[src/fcsf_pkg.sv]
// Shared types and constants for the float channel to SBUS frame encoder.
// Used by fcsf_scale and float_channels_to_sbus_frame_top; depends on nothing else.
package fcsf_pkg;

    localparam int NUM_CHANNELS = 16;
    localparam int FRAME_SLOTS  = 16;
    localparam int CH_W         = 11;
    localparam int MANT_W       = 24;
    localparam int PROD_W       = CH_W + MANT_W;
    localparam int FRAME_LEN    = 25;
    localparam int CHAN_BITS    = FRAME_SLOTS * CH_W;
    localparam int DATA_BYTES   = CHAN_BITS / 8;

    localparam logic [6:0] BYTE_LIMIT = 7'(2 + 4 * NUM_CHANNELS);

    localparam logic [7:0]      HEADER_RST = 8'h0F;
    localparam logic [7:0]      FOOTER_RST = 8'h00;
    localparam logic [CH_W-1:0] FS_RST     = 11'd2000;

    // Configuration register indexes.
    localparam logic [1:0] CFG_HEADER = 2'd0;
    localparam logic [1:0] CFG_FOOTER = 2'd1;
    localparam logic [1:0] CFG_FS     = 2'd2;

    // Packet status codes.
    localparam logic [1:0] STAT_OK       = 2'd0;
    localparam logic [1:0] STAT_BAD_MAGC = 2'd1;
    localparam logic [1:0] STAT_TOO_MANY = 2'd2;

    typedef struct packed {
        logic            start;
        logic [31:0]     bits;
        logic [CH_W-1:0] fs;
    } t_scale_req;

    typedef struct packed {
        logic busy;
        logic done;
    } t_scale_stat;

endpackage

[src/fcsf_scale.sv]
// Bit-serial scaler: clamps an IEEE single value to 0..1, multiplies it by the
// full-scale setting, rounds to 24 significant bits and truncates to a channel value.
// Depends on fcsf_pkg.
module fcsf_scale (
    input  logic                       i_clk,
    input  logic                       i_rst_n,
    input  fcsf_pkg::t_scale_req       i_req,
    output fcsf_pkg::t_scale_stat      o_stat,
    output logic [fcsf_pkg::CH_W-1:0]  o_result
);

    localparam logic [2:0] SC_IDLE = 3'd0;
    localparam logic [2:0] SC_MUL  = 3'd1;
    localparam logic [2:0] SC_NORM = 3'd2;
    localparam logic [2:0] SC_FIN  = 3'd3;
    localparam logic [2:0] SC_DONE = 3'd4;

    localparam logic [3:0] NORM_MAX = 4'(fcsf_pkg::CH_W);

    logic [2:0]                      r_state, n_state;
    logic [fcsf_pkg::PROD_W-1:0]     r_acc, n_acc;
    logic [fcsf_pkg::MANT_W-1:0]     r_mant, n_mant;
    logic [fcsf_pkg::CH_W-1:0]       r_fs, n_fs;
    logic [3:0]                      r_step, n_step;
    logic [7:0]                      r_s, n_s;
    logic [fcsf_pkg::CH_W-1:0]       r_res, n_res;

    logic                            sign;
    logic [7:0]                      ex;
    logic [22:0]                     frac;
    logic                            round_up;
    logic [fcsf_pkg::MANT_W:0]       q;
    logic [fcsf_pkg::MANT_W:0]       qs;
    logic [7:0]                      t;

    assign sign = i_req.bits[31];
    assign ex   = i_req.bits[30:23];
    assign frac = i_req.bits[22:0];

    // After normalization the top bit sits at the MSB; the bits below the kept
    // 24 decide rounding to nearest, ties to even.
    assign round_up = r_acc[fcsf_pkg::CH_W-1]
                    & ((|r_acc[fcsf_pkg::CH_W-2:0]) | r_acc[fcsf_pkg::CH_W]);
    assign q  = {1'b0, r_acc[fcsf_pkg::PROD_W-1:fcsf_pkg::CH_W]}
              + {{fcsf_pkg::MANT_W{1'b0}}, round_up};
    // Net right shift of the rounded mantissa: exponent shift less the bits
    // already dropped by rounding.
    assign t  = r_s + {4'b0, r_step} - 8'(fcsf_pkg::CH_W);
    assign qs = q >> t[4:0];

    always_comb begin
        n_state = r_state;
        n_acc   = r_acc;
        n_mant  = r_mant;
        n_fs    = r_fs;
        n_step  = r_step;
        n_s     = r_s;
        n_res   = r_res;
        case (r_state)
            SC_IDLE: begin
                if (i_req.start) begin
                    if (ex == 8'hFF && frac != 23'd0) begin
                        n_res   = i_req.fs;
                        n_state = SC_DONE;
                    end else if (sign) begin
                        n_res   = '0;
                        n_state = SC_DONE;
                    end else if (ex >= 8'd127) begin
                        n_res   = i_req.fs;
                        n_state = SC_DONE;
                    end else if (ex == 8'd0) begin
                        n_res   = '0;
                        n_state = SC_DONE;
                    end else begin
                        n_acc   = '0;
                        n_mant  = {1'b1, frac};
                        n_fs    = i_req.fs;
                        n_step  = '0;
                        n_s     = 8'd150 - ex;
                        n_state = SC_MUL;
                    end
                end
            end
            SC_MUL: begin
                n_acc  = {r_acc[fcsf_pkg::PROD_W-2:0], 1'b0}
                       + (r_fs[fcsf_pkg::CH_W-1]
                          ? {{fcsf_pkg::CH_W{1'b0}}, r_mant} : '0);
                n_fs   = {r_fs[fcsf_pkg::CH_W-2:0], 1'b0};
                n_step = r_step + 4'd1;
                if (r_step == NORM_MAX - 4'd1) begin
                    n_step  = '0;
                    n_state = SC_NORM;
                end
            end
            SC_NORM: begin
                // A zero product stops after the longest possible shift.
                if (r_acc[fcsf_pkg::PROD_W-1] || r_step == NORM_MAX) begin
                    n_state = SC_FIN;
                end else begin
                    n_acc  = {r_acc[fcsf_pkg::PROD_W-2:0], 1'b0};
                    n_step = r_step + 4'd1;
                end
            end
            SC_FIN: begin
                n_res   = (t < 8'(fcsf_pkg::MANT_W + 1)) ? qs[fcsf_pkg::CH_W-1:0] : '0;
                n_state = SC_DONE;
            end
            SC_DONE: begin
                n_state = SC_IDLE;
            end
            default: begin
                n_state = SC_IDLE;
            end
        endcase
    end

    always_ff @(posedge i_clk) begin
        if (!i_rst_n) begin
            r_state <= SC_IDLE;
        end else begin
            r_state <= n_state;
        end
    end

    always_ff @(posedge i_clk) begin
        r_acc  <= n_acc;
        r_mant <= n_mant;
        r_fs   <= n_fs;
        r_step <= n_step;
        r_s    <= n_s;
        r_res  <= n_res;
    end

    assign o_stat.busy = (r_state != SC_IDLE);
    assign o_stat.done = (r_state == SC_DONE);
    assign o_result    = r_res;

endmodule

[src/float_channels_to_sbus_frame_top.sv]
// Float channel packet to SBUS frame encoder, top level.
// Depends on fcsf_pkg and fcsf_scale.
//
// Packet bytes are taken one per cycle, except that a byte that completes a
// channel value or ends the packet is held off while the bit-serial scaler is
// still working on the previous value; the scaler runs 11 multiply steps, up
// to 12 normalize steps, then rounds and writes back, and goes straight to its
// result for zero, negative, NaN or clamped inputs. Once a packet long enough
// for its count ends and its last value is written, the 25-byte frame leaves
// one byte per cycle while i_ready is high, from a shift register over the
// channel store; no packet bytes are taken until the last frame byte goes.
module float_channels_to_sbus_frame_top (
    input  logic        i_clk,
    input  logic        i_rst_n,
    input  logic        i_valid,
    output logic        o_ready,
    input  logic [7:0]  i_data_byte,
    input  logic        i_last_byte,
    output logic        o_valid,
    input  logic        i_ready,
    output logic [7:0]  o_frame_byte,
    output logic        o_frame_last,
    output logic [1:0]  o_packet_status,
    input  logic        i_cfg_valid,
    output logic        o_cfg_ready,
    input  logic [1:0]  i_cfg_index,
    input  logic [10:0] i_cfg_data
);

    localparam logic [1:0] ST_RECV = 2'd0;
    localparam logic [1:0] ST_WAIT = 2'd1;
    localparam logic [1:0] ST_EMIT = 2'd2;

    localparam logic [4:0] LAST_IDX = 5'(fcsf_pkg::FRAME_LEN - 1);
    localparam logic [4:0] DATA_END = 5'(fcsf_pkg::DATA_BYTES);

    logic [1:0]                        r_state, n_state;
    logic [6:0]                        r_cnt, n_cnt;
    logic [7:0]                        r_decl, n_decl;
    logic                              r_magic, n_magic;
    logic [23:0]                       r_wa, n_wa;
    logic [fcsf_pkg::CHAN_BITS-1:0]    r_chan, n_chan;
    logic [4:0]                        r_emit, n_emit;
    logic [1:0]                        r_status, n_status;
    logic [3:0]                        r_pidx, n_pidx;
    logic [7:0]                        r_header;
    logic [7:0]                        r_footer;
    logic [fcsf_pkg::CH_W-1:0]         r_fs;

    logic                              in_acc;
    logic                              out_acc;
    logic [6:0]                        km2;
    logic                              in_body;
    logic                              word_end;
    logic [6:0]                        len;
    logic [6:0]                        lm2;
    logic                              drop;
    logic                              start_full;
    logic                              start_part;
    logic [31:0]                       part_word;

    fcsf_pkg::t_scale_req              sc_req;
    fcsf_pkg::t_scale_stat             sc_stat;
    logic [fcsf_pkg::CH_W-1:0]         sc_result;

    fcsf_scale u_scale (
        .i_clk    (i_clk),
        .i_rst_n  (i_rst_n),
        .i_req    (sc_req),
        .o_stat   (sc_stat),
        .o_result (sc_result)
    );

    assign km2      = r_cnt - 7'd2;
    assign in_body  = (r_cnt >= 7'd2) && (r_cnt < fcsf_pkg::BYTE_LIMIT);
    assign word_end = in_body && (km2[1:0] == 2'd3);

    assign o_ready     = (r_state == ST_RECV) && !(sc_stat.busy && (word_end || i_last_byte));
    assign o_cfg_ready = 1'b1;
    assign o_valid     = (r_state == ST_EMIT);
    assign in_acc      = i_valid && o_ready;
    assign out_acc     = o_valid && i_ready;

    // Bytes past the limit are not counted in the packet length.
    assign len = (r_cnt < fcsf_pkg::BYTE_LIMIT) ? r_cnt + 7'd1 : r_cnt;
    assign lm2 = len - 7'd2;

    always_comb begin
        n_state    = r_state;
        n_cnt      = r_cnt;
        n_decl     = r_decl;
        n_magic    = r_magic;
        n_wa       = r_wa;
        n_chan     = r_chan;
        n_emit     = r_emit;
        n_status   = r_status;
        n_pidx     = r_pidx;
        drop       = 1'b0;
        start_full = 1'b0;
        start_part = 1'b0;
        part_word  = '0;

        if (in_acc) begin
            if (r_cnt == 7'd0) begin
                n_magic = (i_data_byte == r_header);
                n_decl  = '0;
                n_wa    = '0;
                n_chan  = '0;
            end else if (r_cnt == 7'd1) begin
                n_decl = i_data_byte;
            end else if (in_body) begin
                if (word_end) begin
                    n_wa       = '0;
                    start_full = ({4'b0, km2[5:2]} < r_decl);
                    n_pidx     = km2[5:2];
                end else begin
                    n_wa = {r_wa[15:0], i_data_byte};
                end
            end
            n_cnt = len;

            if (i_last_byte) begin
                n_cnt = '0;
                drop  = ({n_decl, 2'b00} > {3'b0, len});
                if (drop) begin
                    start_full = 1'b0;
                end else begin
                    // A value cut short takes zero for its missing low bytes.
                    case (lm2[1:0])
                        2'd1:    part_word = {n_wa[7:0], 24'b0};
                        2'd2:    part_word = {n_wa[15:0], 16'b0};
                        2'd3:    part_word = {n_wa[23:0], 8'b0};
                        default: part_word = '0;
                    endcase
                    if (len > 7'd2 && lm2[1:0] != 2'd0
                        && {4'b0, lm2[5:2]} < n_decl) begin
                        start_part = 1'b1;
                        n_pidx     = lm2[5:2];
                    end
                    if (!n_magic) begin
                        n_status = fcsf_pkg::STAT_BAD_MAGC;
                    end else if (n_decl > 8'(fcsf_pkg::NUM_CHANNELS)) begin
                        n_status = fcsf_pkg::STAT_TOO_MANY;
                    end else begin
                        n_status = fcsf_pkg::STAT_OK;
                    end
                    n_state = ST_WAIT;
                end
                n_wa = '0;
            end
        end

        if (sc_stat.done) begin
            for (int i = 0; i < fcsf_pkg::FRAME_SLOTS; i++) begin
                if (r_pidx == 4'(i)) begin
                    n_chan[i*fcsf_pkg::CH_W +: fcsf_pkg::CH_W] = sc_result;
                end
            end
        end

        if (r_state == ST_WAIT && !sc_stat.busy) begin
            n_state = ST_EMIT;
            n_emit  = '0;
        end

        if (out_acc) begin
            if (r_emit inside {[5'd1:DATA_END]}) begin
                n_chan = r_chan >> 8;
            end
            if (r_emit == LAST_IDX) begin
                n_state = ST_RECV;
                n_emit  = '0;
            end else begin
                n_emit = r_emit + 5'd1;
            end
        end
    end

    always_comb begin
        sc_req.start = start_full || start_part;
        sc_req.bits  = start_full ? {r_wa, i_data_byte} : part_word;
        sc_req.fs    = r_fs;
    end

    always_comb begin
        case (r_emit)
            5'd0:     o_frame_byte = r_header;
            LAST_IDX: o_frame_byte = r_footer;
            default: begin
                if (r_emit <= DATA_END && r_status == fcsf_pkg::STAT_OK) begin
                    o_frame_byte = r_chan[7:0];
                end else begin
                    o_frame_byte = 8'h00;
                end
            end
        endcase
    end

    assign o_frame_last    = (r_emit == LAST_IDX);
    assign o_packet_status = r_status;

    always_ff @(posedge i_clk) begin
        if (!i_rst_n) begin
            r_state  <= ST_RECV;
            r_cnt    <= '0;
            r_emit   <= '0;
            r_header <= fcsf_pkg::HEADER_RST;
            r_footer <= fcsf_pkg::FOOTER_RST;
            r_fs     <= fcsf_pkg::FS_RST;
        end else begin
            r_state <= n_state;
            r_cnt   <= n_cnt;
            r_emit  <= n_emit;
            if (i_cfg_valid && o_cfg_ready) begin
                case (i_cfg_index)
                    fcsf_pkg::CFG_HEADER: r_header <= i_cfg_data[7:0];
                    fcsf_pkg::CFG_FOOTER: r_footer <= i_cfg_data[7:0];
                    fcsf_pkg::CFG_FS:     r_fs     <= i_cfg_data;
                    default: begin
                    end
                endcase
            end
        end
    end

    always_ff @(posedge i_clk) begin
        r_decl   <= n_decl;
        r_magic  <= n_magic;
        r_wa     <= n_wa;
        r_chan   <= n_chan;
        r_status <= n_status;
        r_pidx   <= n_pidx;
    end

    // The frame never starts while a channel value is still being scaled.
    a_emit_after_scale: assert property (@(posedge i_clk) disable iff (!i_rst_n)
        o_valid |-> !sc_stat.busy)
        else $error("frame emitted while scaler busy");

    // A new scale request is only issued to an idle scaler.
    a_start_idle: assert property (@(posedge i_clk) disable iff (!i_rst_n)
        sc_req.start |-> !sc_stat.busy)
        else $error("scale request while scaler busy");

    // Taking the final frame byte returns the block to packet reception.
    a_frame_end: assert property (@(posedge i_clk) disable iff (!i_rst_n)
        (out_acc && o_frame_last) |=> (r_state == ST_RECV))
        else $error("block did not return to reception after frame");

    // Scaled values land only while a packet is open or its end is pending.
    a_done_state: assert property (@(posedge i_clk) disable iff (!i_rst_n)
        sc_stat.done |-> (r_state != ST_EMIT))
        else $error("channel write during frame emission");

endmodule

[config.mk]
export PLATFORM = sky130hd
export DESIGN_NAME = float_channels_to_sbus_frame_top
export DESIGN_NICKNAME = d
export VERILOG_FILES = /design/src/fcsf_pkg.sv /design/src/fcsf_scale.sv /design/src/float_channels_to_sbus_frame_top.sv
export SDC_FILE = /design/constraint.sdc
export NUM_CORES = 1
export LEC_CHECK = 0
export BUFFER_PORTS_ARGS = -buffer_cell sky130_fd_sc_hd__buf_4
export CAP_MARGIN = 5
export CELL_PAD_IN_SITES_DETAIL_PLACEMENT = 0
export CELL_PAD_IN_SITES_GLOBAL_PLACEMENT = 1
export CORE_MARGIN = 3
export CORE_UTILIZATION = 44
export DETAILED_ROUTE_END_ITERATION = 10
export PLACE_DENSITY = 0.77
export SLEW_MARGIN = 20
export SYNTH_ARGS = -nofsm -noshare
export SYNTH_HDL_FRONTEND = slang
export SYNTH_HIERARCHICAL = 1
export SYNTH_SLANG_ARGS = --single-unit
[constraint.sdc]
create_clock -name i_clk -period 7.1 [get_ports i_clk]
set_input_delay 0.355 -clock i_clk [delete_from_list [all_inputs] [get_ports i_clk]]
set_output_delay 0.355 -clock i_clk [all_outputs]
set_load 0.1 [all_outputs]
==> impl_metrics.prom, run 1 <==
# TYPE chip_impl_metric gauge
chip_impl_metric{name="grt_pass1_wl",unit="um"} 97920
chip_impl_metric{name="die_h",unit="um"} 222.9
chip_impl_metric{name="power-per-cell-area",unit="nW/um^2"} 223.0
chip_impl_metric{name="viasPerCell",unit=""} 6.041
chip_impl_metric{name="cellLeakagePower",unit="nW"} 8.709
chip_impl_info{name="synth.largest_area_cell",value="dfxtp_1"} 1
chip_impl_metric{name="skew",unit="ns"} 0.02133
chip_impl_info{name="crit_path_top_delay_cell",value="a2111oi_1"} 1
chip_impl_metric{name="seq_power_share",unit="%"} 44.4
chip_impl_metric{name="grt_overflow_total",unit=""} 0
chip_impl_metric{name="switching_share",unit="%"} 26.60
chip_impl_metric{name="flow.area_growth_from_synthesis",unit="%"} 9.790
chip_impl_metric{name="gp_congestion",unit=""} 0.9230
chip_impl_metric{name="detailroute.via_count",unit=""} 18530
chip_impl_metric{name="count_of_final_max_slew_check_failures",unit=""} 0
chip_impl_metric{name="drtAntennaViolNets",unit=""} 0
chip_impl_metric{name="share_of_flip_flops_with_an_asynchronous_set_or_reset",unit="%"} 0
chip_impl_metric{name="ys_warn_count",unit=""} 6
chip_impl_metric{name="timing_hold_violations_final",unit=""} 0
chip_impl_info{name="run_status",value="completed"} 1
chip_impl_metric{name="net-switching-power",unit="mW"} 1.348
chip_impl_metric{name="max_cap_violations",unit=""} 0
chip_impl_metric{name="fin_crit_share",unit="%"} 91.65
chip_impl_metric{name="timing.fmax",unit="MHz"} 153.7
chip_impl_metric{name="ctsHtreeMaxLevel",unit=""} 2
chip_impl_info{name="cts-root-buf",value="clkbuf_16"} 1
chip_impl_metric{name="core.rowCount",unit=""} 78
chip_impl_metric{name="insertion_delay",unit="ns"} 0.58
chip_impl_metric{name="number_of_antenna_violations_at_the_first_check_in_global_routing",unit=""} 0
chip_impl_metric{name="place.port_buffers",unit=""} 39
chip_impl_metric{name="crit_path_max_incr_delay",unit="ns"} 0.75
chip_impl_info{name="cp-end-kind",value="flop"} 1
chip_impl_metric{name="synth.cell_area",unit="sq um"} 20690
chip_impl_metric{name="detail_route.wirelength",unit="um"} 61730
chip_impl_info{name="cp_cell_sequence",value="inv_1 -> ha_1 -> or4b_1 -> nand2_1 -> nand2_1 -> xnor2_1 -> ha_1 -> nand3_1 -> a211o_1 -> nor3_1 -> o21ai_1 -> o32ai_1 -> inv_1 -> ha_1 -> nor4b_1 -> a2111oi_1 -> nand2_1 -> a21oi_4 -> buf_4"} 1
chip_impl_metric{name="synth_seq_area_share",unit="%"} 40.30
chip_impl_metric{name="n_antenna_cell",unit=""} 0
chip_impl_metric{name="worst_ep_arrival_time",unit="ns"} 6.71
chip_impl_metric{name="fin_setup_tns",unit="ns"} 0
chip_impl_metric{name="internal_power",unit="mW"} 3.719
chip_impl_metric{name="globalRouteTotalUtil",unit="%"} 24.10
chip_impl_metric{name="design.core.area",unit="sq um"} 45870
chip_impl_metric{name="dp.final_hpwl",unit="um"} 41450
chip_impl_metric{name="slew_hr",unit="%"} 23.78
chip_impl_metric{name="post_synth.cell_area_avg",unit="sq um"} 8.201
chip_impl_info{name="synth_most_common_cell",value="a21oi_1"} 1
chip_impl_metric{name="die-width",unit="um"} 222.9
chip_impl_metric{name="netlist_instances",unit=""} 2523
chip_impl_metric{name="detail_route.iter0.violations",unit=""} 1717
chip_impl_metric{name="vdd_drop_max",unit="V"} 0.0001536
chip_impl_info{name="setup_repair_after_global_routing_missed_its_margin",value="false"} 1
chip_impl_metric{name="drt_drc_violations_left",unit=""} 0
chip_impl_metric{name="cts_sinks",unit=""} 351
chip_impl_info{name="critical_path.startpoint_type",value="flop"} 1
chip_impl_metric{name="layoutNonFillerInstCount",unit=""} 3068
chip_impl_metric{name="wl_per_cell",unit="um"} 20.12
chip_impl_metric{name="post_cts.resized_instances",unit=""} 0
chip_impl_info{name="timing.setup.critical_path_class",value="reg -> reg"} 1
chip_impl_metric{name="post-route-min-period",unit="ns"} 6.507
chip_impl_metric{name="finalCoreUtilization",unit="%"} 49.53
chip_impl_info{name="tritoncts_clock_tree",value="yes"} 1
chip_impl_metric{name="cp_max_fo",unit=""} 39
chip_impl_metric{name="clkTransAtPathRegs",unit="ns"} 0.06
chip_impl_metric{name="hold-worst-slack",unit="ns"} 0.04227
chip_impl_metric{name="placed_cells",unit=""} 2988
chip_impl_metric{name="synth_top_area_share",unit="%"} 21.29
chip_impl_metric{name="finalSetupViolations",unit=""} 0
chip_impl_metric{name="power.clock.fraction",unit="%"} 45.2
chip_impl_metric{name="detailedRoute.firstPassIterationCount",unit=""} 6
chip_impl_metric{name="worstMarginPinSlew",unit="ns"} 1.126
chip_impl_metric{name="effective_utilization_at_floorplan",unit="%"} 45.11
chip_impl_info{name="synth-main-ff-cell",value="dfxtp_1"} 1
chip_impl_metric{name="largest_net_degree_at_the_start_of_global_routing",unit=""} 114
chip_impl_metric{name="power_frac_comb",unit="%"} 10.3
chip_impl_metric{name="synth_cell_types",unit=""} 96
chip_impl_metric{name="finish.net_count",unit=""} 2523
chip_impl_metric{name="max-clock-path-buffers",unit=""} 3
chip_impl_info{name="synthTopCellsByCount",value="a21oi_1, nor2_1, nand3_1"} 1
chip_impl_metric{name="die_area",unit="sq um"} 49660
chip_impl_metric{name="synth_enable_flop_cells",unit=""} 131
chip_impl_info{name="min_path_type",value="in -> reg"} 1
chip_impl_metric{name="first_global_vias",unit=""} 17130
chip_impl_metric{name="cts_made_buffers",unit=""} 42
chip_impl_metric{name="syn-num-nets",unit=""} 2611
chip_impl_metric{name="cp.required",unit="ns"} 7.31
chip_impl_metric{name="final_layout_size_suffix_gt1_share",unit="%"} 8.225
chip_impl_info{name="main_area_contributors_after_synthesis",value="dfxtp_1, edfxtp_1, a21oi_1"} 1
chip_impl_metric{name="ioPinCount",unit=""} 41
chip_impl_metric{name="synth_seq_cells",unit=""} 351
-- routing by layer --
| metal | vias to the layer above | wire, um | part of all wire, % | global-route usage (%) |
|---|---|---|---|---|
| met1 | 8981 | 30140 | 49 | 36.85 |
| met5 | - | 0 | 0 | 0 |
| met3 | 89 | 3574 | 5.8 | 3.053 |
| met4 | 0 | 1307 | 2.1 | 6.317 |
| met2 | 546 | 26700 | 43 | 35.86 |
| li1 | 8917 | - | - | - |
-- cells by family after synthesis --
group / count (synthesis) / share of synthesized area [%]
buffers and inverters: 266 / 5.110
xor gates and xnor gates: 66 / 2.830
adders and majority gates: 61 / 3.761
muxes: 76 / 4.094
and+or+nand+nor: 992 / 23.08
other: 1 / 0.01812
AOI/OAI and AO/OA: 710 / 20.81
DFF: 351 / 40.30
-- critical path: cells and delay by family, from the launching register on --
| family | cells | cell delay [ns] |
|---|---|---|
| flip-flops | 1 | 0.42 |
| buffers and inverters | 3 | 0.76 |
| AO/OA/AOI/OAI | 5 | 1.98 |
| AND/OR/NAND/NOR | 7 | 1.91 |
| adder cells (fa/ha/maj) | 3 | 0.83 |
| XOR/XNOR | 1 | 0.20 |
-- stage by stage --
step           setup WS (ns)  area [sq um]  power, mW
6_report              0.5931         22720      5.067
3_5_place_dp          0.6037         21200      2.808
2_1_floorplan         0.5436         20690      2.637
4_1_cts               0.5466         22690      5.106
3_3_place_gp          0.7982         21180      2.804
5_1_grt              0.08006         22720      5.248
-- power groups by stage --
stage | clock [mW] | combinational, mW | sequential, mW
3_3_place_gp | 0 | 0.514 | 2.29
4_1_cts | 2.34 | 0.521 | 2.25
6_report | 2.29 | 0.524 | 2.25
3_5_place_dp | 0 | 0.517 | 2.29
5_1_grt | 2.42 | 0.570 | 2.26
2_1_floorplan | 0 | 0.383 | 2.25
-- layout by cell type, fill, tap and decap left out, types with 15 or more instances in the layout --
cell / synthesis / layout
mux2_2: 18 / 18
nand2_1: 221 / 219
ha_1: 59 / 59
nand3_1: 232 / 232
o22ai_1: 20 / 20
and2_1: 43 / 42
xor2_1: 21 / 21
buf_4: 1 / 64
dfxtp_1: 220 / 220
nor4_1: 18 / 18
mux2i_1: 52 / 52
inv_1: 62 / 62
a211oi_1: 15 / 15
nor2b_1: 33 / 33
and3_1: 15 / 15
xnor2_1: 44 / 43
edfxtp_1: 131 / 131
nand4_1: 15 / 15
o21ai_0: 60 / 59
a21oi_1: 429 / 428
nor3_1: 42 / 38
nor2_1: 287 / 286
clkbuf_16: 0 / 43
-- state kept, by name, indices dropped and copies added (netlist names), 7 cells and up --
register,cells
r_cnt,7
r_header,8
r_decl,8
u_scale/r_acc,35
u_scale/o_result,11
r_footer,8
r_wa,24
u_scale/r_s,8
r_fs,11
u_scale/r_mant,23
r_chan,176
u_scale/r_fs,11
-- layout make-up --
type	count	area [sq um]
multi-input cells	1906	11380
clock inverters	22	294.0
inverters	66	247.7
well taps	600	750.7
fillers	4438	23150
flip-flops and latches	351	8338
clock buffers	55	1171
repair buffers	68	530.5
-- worst paths after layout --
kind                      start                end  slack, ns  depth (start not counted)
hold / removal    i_cfg_data[6]            r_fs[6]       0.04                          3
setup reg to reg       r_cnt[2]  u_scale/r_acc[34]       0.59                         19
setup / recovery       r_cnt[2]  u_scale/r_acc[34]       0.59                         19
hold reg to reg     r_chan[114]        r_chan[114]       0.46                          2
-- repair_timing --
action                    CTS  global route
setup buffers               0             0
hold buffers                3             0
hold endpoints to repair    3             0
(Power assumes the default switching activity.)
==> inputs of run 2 (changes only) <==
--- a/config.mk
+++ b/config.mk
@@ -5,12 +5,13 @@
 export SDC_FILE = /design/constraint.sdc
 export NUM_CORES = 1
 export LEC_CHECK = 0
+export ABC_AREA = 1
 export BUFFER_PORTS_ARGS = -buffer_cell sky130_fd_sc_hd__buf_4
 export CAP_MARGIN = 5
 export CELL_PAD_IN_SITES_DETAIL_PLACEMENT = 0
 export CELL_PAD_IN_SITES_GLOBAL_PLACEMENT = 1
 export CORE_MARGIN = 3
-export CORE_UTILIZATION = 44
+export CORE_UTILIZATION = 43
 export DETAILED_ROUTE_END_ITERATION = 10
 export PLACE_DENSITY = 0.77
 export SLEW_MARGIN = 20
==> impl_metrics.prom, run 2 <==
# TYPE chip_impl_metric gauge
chip_impl_metric{name="post_synth_fa_ha_maj_area_fraction",unit="%"} 3.731
chip_impl_metric{name="grt_pass1_wl",unit="um"} 100700
chip_impl_metric{name="synth_enable_flop_cells",unit=""} 131
chip_impl_metric{name="worst_ep_arrival_time",unit="ns"} 6.10
chip_impl_metric{name="netlist_instances",unit=""} 2866
chip_impl_metric{name="fin_crit_share",unit="%"} 83.20
chip_impl_metric{name="number_of_antenna_violations_at_the_first_check_in_global_routing",unit=""} 1
chip_impl_metric{name="net-switching-power",unit="mW"} 4.007
chip_impl_metric{name="power-per-cell-area",unit="nW/um^2"} 398.4
chip_impl_metric{name="ys_warn_count",unit=""} 6
chip_impl_metric{name="die-width",unit="um"} 226.2
chip_impl_metric{name="finish.net_count",unit=""} 2889
chip_impl_metric{name="total_power",unit="mW"} 9.063
chip_impl_metric{name="die_h",unit="um"} 226.2
chip_impl_metric{name="gp_congestion",unit=""} 0.9186
chip_impl_info{name="cp-end-kind",value="flop"} 1
chip_impl_metric{name="finalSetupViolations",unit=""} 0
chip_impl_metric{name="syn-num-nets",unit=""} 2954
chip_impl_metric{name="cts_made_buffers",unit=""} 42
chip_impl_metric{name="ctsHtreeMaxLevel",unit=""} 2
chip_impl_metric{name="layout.cell_area.non_filler",unit="sq um"} 22750
chip_impl_metric{name="synth.area.mux_share",unit="%"} 0.04799
chip_impl_metric{name="first_global_vias",unit=""} 18020
chip_impl_info{name="worst_r2r_startpoint",value="r_cnt[1]"} 1
chip_impl_metric{name="detailedRoute.firstPassIterationCount",unit=""} 6
chip_impl_metric{name="max-clock-path-buffers",unit=""} 3
chip_impl_metric{name="synth_cell_types",unit=""} 63
chip_impl_metric{name="synth.cell_area",unit="sq um"} 20860
chip_impl_metric{name="grt_overflow_total",unit=""} 0
chip_impl_metric{name="ioPinCount",unit=""} 41
chip_impl_metric{name="drt_drc_violations_left",unit=""} 0
chip_impl_metric{name="detailroute.via_count",unit=""} 19540
chip_impl_metric{name="synth-compound-area-share",unit="%"} 14.67
chip_impl_metric{name="share_of_flip_flops_with_an_asynchronous_set_or_reset",unit="%"} 0
chip_impl_metric{name="vdd_drop_max",unit="V"} 0.0003975
chip_impl_info{name="synthTopCellsByCount",value="nand2_1, nand3_1, nor2_1"} 1
chip_impl_metric{name="cp_max_fo",unit=""} 18
chip_impl_metric{name="slew_hr",unit="%"} 27.45
chip_impl_metric{name="timing_hold_violations_final",unit=""} 0
chip_impl_info{name="run_status",value="completed"} 1
chip_impl_metric{name="timing.fmax",unit="MHz"} 169.3
chip_impl_metric{name="count_of_final_max_slew_check_failures",unit=""} 0
chip_impl_metric{name="post-route-min-period",unit="ns"} 5.907
chip_impl_metric{name="globalRouteTotalUtil",unit="%"} 24.59
chip_impl_metric{name="flow.area_growth_from_synthesis",unit="%"} 9.065
chip_impl_info{name="largest_register",value="r_chan"} 1
chip_impl_metric{name="final_layout_size_suffix_gt1_share",unit="%"} 8.360
chip_impl_metric{name="largest_reg_flops",unit=""} 176
chip_impl_info{name="layout_top_registers",value="r_chan x176, u_scale/r_acc x35, r_wa x24"} 1
chip_impl_metric{name="seq_power_share",unit="%"} 36.6
chip_impl_metric{name="drtAntennaViolNets",unit=""} 0
chip_impl_info{name="cts-root-buf",value="clkbuf_16"} 1
chip_impl_info{name="crit_start",value="r_cnt[1]"} 1
chip_impl_metric{name="synth_xor_area_share",unit="%"} 1.596
chip_impl_metric{name="worstMarginPinSlew",unit="ns"} 1.088
chip_impl_metric{name="cp.required",unit="ns"} 7.30
chip_impl_metric{name="min_delay_path_depth",unit=""} 3
chip_impl_info{name="mostFrequentLayoutCells",value="nand2_1, nand3_1, nor2_1"} 1
chip_impl_info{name="synth_most_common_cell",value="nand2_1"} 1
chip_impl_metric{name="power_frac_comb",unit="%"} 38.9
chip_impl_metric{name="place_worst_setup_slack",unit="ns"} 1.250
chip_impl_info{name="timing.setup.critical_path_class",value="reg -> reg"} 1
chip_impl_info{name="mostFrequentLayoutCell",value="nand2_1"} 1
chip_impl_metric{name="internal_power",unit="mW"} 5.055
chip_impl_metric{name="core.rowCount",unit=""} 80
chip_impl_info{name="synth_top_family_by_area",value="simple AND/OR/NAND/NOR gates"} 1
chip_impl_metric{name="wl_per_cell",unit="um"} 18.54
chip_impl_metric{name="effective_utilization_at_floorplan",unit="%"} 43.59
chip_impl_metric{name="synth_seq_area_share",unit="%"} 39.98
chip_impl_info{name="tritoncts_clock_tree",value="yes"} 1
chip_impl_metric{name="detail_route.wirelength",unit="um"} 63970
chip_impl_metric{name="place.port_buffers",unit=""} 39
chip_impl_metric{name="design.core.area",unit="sq um"} 47850
chip_impl_metric{name="detail_route.iter0.violations",unit=""} 1640
chip_impl_info{name="setup_repair_after_global_routing_missed_its_margin",value="false"} 1
chip_impl_info{name="synth.largest_area_cell",value="dfxtp_1"} 1
chip_impl_metric{name="power.clock.fraction",unit="%"} 24.5
chip_impl_metric{name="placed_area",unit="sq um"} 21270
chip_impl_metric{name="max_cap_violations",unit=""} 0
chip_impl_info{name="main_area_contributors_after_synthesis",value="dfxtp_1, edfxtp_1, nand2_1"} 1
chip_impl_metric{name="final.setup.worst_slack",unit="ns"} 1.193
chip_impl_metric{name="largest_net_degree_at_the_start_of_global_routing",unit=""} 224
chip_impl_metric{name="viasPerCell",unit=""} 5.664
chip_impl_metric{name="clkTransAtPathRegs",unit="ns"} 0.06
chip_impl_metric{name="cellLeakagePower",unit="nW"} 9.564
chip_impl_info{name="synth-main-ff-cell",value="dfxtp_1"} 1
chip_impl_metric{name="synth_top_area_share",unit="%"} 21.12
chip_impl_metric{name="die_area",unit="sq um"} 51180
chip_impl_metric{name="switching_share",unit="%"} 44.22
chip_impl_metric{name="timing.reg2reg.worst_path_depth",unit=""} 24
chip_impl_metric{name="cts_sinks",unit=""} 351
chip_impl_metric{name="post_synth.cell_area_avg",unit="sq um"} 7.277
chip_impl_metric{name="fin_setup_tns",unit="ns"} 0
chip_impl_metric{name="n_antenna_cell",unit=""} 0
chip_impl_info{name="critical_path.startpoint_type",value="flop"} 1
chip_impl_metric{name="post_synth_and_or_nand_nor_area_fraction",unit="%"} 31.83
chip_impl_metric{name="insertion_delay",unit="ns"} 0.60
chip_impl_metric{name="dp.final_hpwl",unit="um"} 45110
chip_impl_info{name="min_path_type",value="in -> reg"} 1
chip_impl_metric{name="skew",unit="ns"} 0.04535
chip_impl_info{name="worst_hold_startpoint",value="i_cfg_data[4]"} 1
chip_impl_metric{name="synth_seq_cells",unit=""} 351
run 2: cells by family after synthesis:
group / count (synthesis)
DFF: 351
and+or+nand+nor: 1515
AOI/OAI and AO/OA: 504
other: 1
xor gates and xnor gates: 35
buffers and inverters: 398
adders and majority gates: 61
muxes: 1
run 2: worst paths after layout:
check	endpoint	slack, ns
worst max-delay path	u_scale/o_result[5]	1.19
worst min-delay path	r_fs[4]	0.05
worst max register to register	u_scale/o_result[5]	1.19
worst min register to register	r_chan[160]	0.48
run 2: power groups by stage:
stage	combinational (mW)	clock, mW	sequential (mW)
after floorplan	2.88	0	2.97
after global placement	3.46	0	3.33
after detailed placement	3.48	0	3.33
after CTS	3.50	2.27	3.30
after global routing	3.94	2.35	3.36
final	3.53	2.22	3.31
run 2: stage by stage:
step	instances	hold slack, ns	util, %
6_report	3450	0.05068	47.54
4_1_cts	3450	0.01245	47.54
3_5_place_dp	3369	0.4729	44.46
2_1_floorplan	2866	0.4453	-
5_1_grt	3450	0.03103	47.54
3_3_place_gp	3369	0.4630	44.46
run 2: worst max-delay path, stage by stage, from the launching register on:
cell      delay, ns
dfxtp_1        0.37
inv_1          0.17
ha_1           0.62
nand2_1        0.20
nor2_4         0.30
nor2_1         0.08
nor3_1         0.32
ha_1           0.31
nand3_1        0.09
nand2_1        0.05
o21bai_1       0.16
nand2_1        0.08
nand2_2        0.08
nand2_2        0.12
nand4_4        0.29
o21ai_2        0.34
ha_1           0.19
inv_1          0.04
nor4_1         0.34
nor2_1         0.10
o41ai_1        0.07
nor2_1         0.10
nor2_1         0.27
nor2_1         0.09
nor2_1         0.71
run 2: repair_timing:
action | CTS | global route
hold endpoints to repair | 3 | 0
hold buffers | 3 | 0
resized for setup | 0 | 0
setup buffers | 0 | 0
run 2: layer usage:
metal	track usage [%]	wire length, um	share of wire, %
met1	36.33	30540	48
met2	38.01	28270	44
met3	3.731	3983	6.2
met4	5.419	1162	1.8
met5	0	13	0.020
run 2: layout make-up:
class | count | area, sq um
Fill cell | 4770 | 25100
Clock inverter | 19 | 216.5
Sequential cell | 351 | 8338
Inverter | 229 | 859.6
Multi-Input combinational cell | 2117 | 10870
Timing Repair Buffer | 60 | 470.5
Clock buffer | 59 | 1226
Tap cell | 615 | 769.5
==> inputs of run 3 (changes only) <==
--- a/config.mk
+++ b/config.mk
@@ -11,9 +11,9 @@
 export CELL_PAD_IN_SITES_DETAIL_PLACEMENT = 0
 export CELL_PAD_IN_SITES_GLOBAL_PLACEMENT = 1
 export CORE_MARGIN = 3
-export CORE_UTILIZATION = 43
+export CORE_UTILIZATION = 47
 export DETAILED_ROUTE_END_ITERATION = 10
-export PLACE_DENSITY = 0.77
+export PLACE_DENSITY = 0.8
 export SLEW_MARGIN = 20
 export SYNTH_ARGS = -nofsm -noshare
 export SYNTH_HDL_FRONTEND = slang
==> constraint.sdc (replaced) <==
create_clock -name i_clk -period 5.9 [get_ports i_clk]
set_input_delay 0.295 -clock i_clk [delete_from_list [all_inputs] [get_ports i_clk]]
set_output_delay 0.295 -clock i_clk [all_outputs]
set_load 0.1 [all_outputs]
==> impl_metrics.prom, run 3 (synthesized netlist as in run 2, its figures left out) <==
# TYPE chip_impl_metric gauge
chip_impl_metric{name="gp_congestion",unit=""} 0.9336
chip_impl_metric{name="min_delay_path_depth",unit=""} 3
chip_impl_metric{name="ctsHtreeMaxLevel",unit=""} 2
chip_impl_metric{name="die_h",unit="um"} 216.7
chip_impl_metric{name="largest_net_degree_at_the_start_of_global_routing",unit=""} 142
chip_impl_metric{name="die_area",unit="sq um"} 46940
chip_impl_metric{name="power-per-cell-area",unit="nW/um^2"} 479.3
chip_impl_info{name="timing.setup.critical_path_class",value="reg -> reg"} 1
chip_impl_metric{name="slew_hr",unit="%"} 26.47
chip_impl_metric{name="cellLeakagePower",unit="nW"} 9.570
chip_impl_info{name="crit_family",value="simple AND/OR/NAND/NOR gates"} 1
chip_impl_metric{name="detailroute.via_count",unit=""} 19450
chip_impl_info{name="cp-end-kind",value="flop"} 1
chip_impl_metric{name="first_global_vias",unit=""} 18150
chip_impl_metric{name="drt_drc_violations_left",unit=""} 0
chip_impl_metric{name="worst_ep_arrival_time",unit="ns"} 5.73
chip_impl_metric{name="finalSetupViolations",unit=""} 0
chip_impl_info{name="layout_top_registers",value="r_chan x176, u_scale/r_acc x35, r_wa x24"} 1
chip_impl_info{name="worst_r2r_startpoint",value="r_cnt[1]"} 1
chip_impl_info{name="tritoncts_clock_tree",value="yes"} 1
chip_impl_info{name="worst_hold_startpoint",value="i_cfg_data[1]"} 1
chip_impl_metric{name="cp.required",unit="ns"} 6.16
chip_impl_metric{name="cp_max_fo",unit=""} 18
chip_impl_metric{name="number_of_antenna_violations_at_the_first_check_in_global_routing",unit=""} 0
chip_impl_metric{name="detailedRoute.firstPassIterationCount",unit=""} 6
chip_impl_metric{name="clkTransAtPathRegs",unit="ns"} 0.06
chip_impl_metric{name="post_cts.resized_instances",unit=""} 0
chip_impl_metric{name="effective_utilization_at_floorplan",unit="%"} 47.99
chip_impl_metric{name="critical_path.n_buffers_inverters",unit=""} 3
chip_impl_info{name="critical-path-top-cell-by-count",value="nor2_1"} 1
chip_impl_metric{name="wl_per_cell",unit="um"} 18.66
chip_impl_info{name="mostFrequentLayoutCells",value="nand2_1, nand3_1, nor2_1"} 1
chip_impl_metric{name="core.rowCount",unit=""} 76
chip_impl_metric{name="fin_crit_share",unit="%"} 92.62
chip_impl_metric{name="insertion_delay",unit="ns"} 0.58
chip_impl_metric{name="worstMarginPinSlew",unit="ns"} 1.103
chip_impl_metric{name="max-clock-path-buffers",unit=""} 3
chip_impl_info{name="r2r_end",value="u_scale/o_result[9]"} 1
chip_impl_metric{name="ioPinCount",unit=""} 41
chip_impl_metric{name="final_layout_size_suffix_gt1_share",unit="%"} 8.272
chip_impl_metric{name="finish.net_count",unit=""} 2898
chip_impl_info{name="critical_path.startpoint_type",value="flop"} 1
chip_impl_metric{name="vdd_drop_max",unit="V"} 0.0003340
chip_impl_metric{name="crit_path_max_incr_delay",unit="ns"} 0.59
chip_impl_info{name="min_path_type",value="in -> reg"} 1
chip_impl_info{name="hold_path_end",value="r_header[1]"} 1
chip_impl_metric{name="n_antenna_cell",unit=""} 0
chip_impl_info{name="largest_register",value="r_chan"} 1
chip_impl_metric{name="design.core.area",unit="sq um"} 43460
chip_impl_metric{name="globalRouteTotalUtil",unit="%"} 26.77
chip_impl_metric{name="max_cap_violations",unit=""} 0
chip_impl_metric{name="fin_setup_tns",unit="ns"} 0
chip_impl_info{name="cts-root-buf",value="clkbuf_16"} 1
chip_impl_metric{name="drtAntennaViolNets",unit=""} 0
chip_impl_metric{name="grt_pass1_wl",unit="um"} 101400
chip_impl_metric{name="timing.fmax",unit="MHz"} 183.0
chip_impl_metric{name="hold-worst-slack",unit="ns"} 0.03883
chip_impl_metric{name="largest_reg_flops",unit=""} 176
chip_impl_metric{name="flow.area_growth_from_synthesis",unit="%"} 8.981
chip_impl_metric{name="worst-r2r-setup-slack",unit="ns"} 0.44
chip_impl_metric{name="viasPerCell",unit=""} 5.678
chip_impl_metric{name="dp.final_hpwl",unit="um"} 45410
chip_impl_metric{name="timing_hold_violations_final",unit=""} 0
chip_impl_metric{name="count_of_final_max_slew_check_failures",unit=""} 0
chip_impl_info{name="run_status",value="completed"} 1
chip_impl_metric{name="place.port_buffers",unit=""} 39
chip_impl_metric{name="cts_hold_repair.buffers",unit=""} 9
chip_impl_info{name="crit_path_top_delay_cell",value="ha_1"} 1
chip_impl_metric{name="die-width",unit="um"} 216.7
chip_impl_metric{name="cts_sinks",unit=""} 351
chip_impl_info{name="mostFrequentLayoutCell",value="nand2_1"} 1
chip_impl_metric{name="cts.repair_timing.setup_buffer_count",unit=""} 0
chip_impl_metric{name="detail_route.wirelength",unit="um"} 63920
chip_impl_metric{name="cts_made_buffers",unit=""} 41
chip_impl_metric{name="detail_route.iter0.violations",unit=""} 1830
chip_impl_metric{name="grt_overflow_total",unit=""} 0
chip_impl_metric{name="post-route-min-period",unit="ns"} 5.464
chip_impl_metric{name="skew",unit="ns"} 0.02539
chip_impl_info{name="setup_repair_after_global_routing_missed_its_margin",value="false"} 1
chip_impl_metric{name="timing.reg2reg.worst_path_depth",unit=""} 25
[run 3: changes by cell type in the layout (fill, tap and decap cells not counted), sizes merged]
cell         previous run  this run
clkinv                 19        11
inv                   226       227
buf                    57        61
dlygate4sd3             3         9
clkinvlp                1         2
clkbuf                 59        61
[run 3: final cells by class]
type                    instances  area (sq um)
fillers                      4318         20730
inverters                     229         859.6
well taps                     585         732.0
flip-flops and latches        351          8338
multi-input cells            2117         10860
repair buffers                 70         564.3
clock inverters                13         150.1
clock buffers                  61          1224
[run 3: power breakdown]
part / switching [mW] / leakage [nW] / internal [mW]
Clock: 1.07 / 0.668 / 1.53
Sequential: 0.738 / 3.04 / 3.27
Combinational: 3.01 / 5.86 / 1.28
Total: 4.82 / 9.57 / 6.08
[run 3: worst max-delay path by stage]
stage                                endpoint  depth (start not counted)      from
after floorplan              u_scale/r_acc[0]                         22  r_cnt[1]
after global placement    u_scale/o_result[5]                         25  r_cnt[1]
after detailed placement  u_scale/o_result[7]                         25  r_cnt[1]
after CTS                 u_scale/o_result[9]                         25  r_cnt[1]
after global routing      u_scale/o_result[6]                         25  r_cnt[1]
final                     u_scale/o_result[9]                         25  r_cnt[1]
[run 3: through the flow]
| stage | std cells | util [%] | worst slack [ns] | cell area, sq um | power, mW |
|---|---|---|---|---|---|
| finish | 3426 | 52.30 | 0.4356 | 22730 | 10.89 |
| global route | 3426 | 52.30 | 0.01169 | 22730 | 11.61 |
| CTS | 3426 | 52.29 | 0.5065 | 22730 | 10.88 |
| detailed placement | 3343 | 48.93 | 0.5394 | 21260 | 8.247 |
| global placement | 3343 | 48.93 | 0.6885 | 21260 | 8.241 |
| floorplan | 2866 | - | 0.006068 | 20870 | 7.050 |
[run 3: routing by layer]
layer | wire (um) | up-vias | global-route usage (%)
met4 | 1402 | 0 | 7.266
met2 | 27960 | 571 | 41.08
met5 | 0 | - | 0
met3 | 3895 | 83 | 3.379
met1 | 30660 | 9168 | 39.80
li1 | - | 9632 | -
[run 3: worst register-to-register path: cells and delay by family, from the launching register on]
family / cells / cell delay, ns
simple gates: 16 / 2.67
fa+ha+maj: 3 / 1.10
compound gates: 3 / 0.58
buf+inv: 3 / 0.44
flops: 1 / 0.38
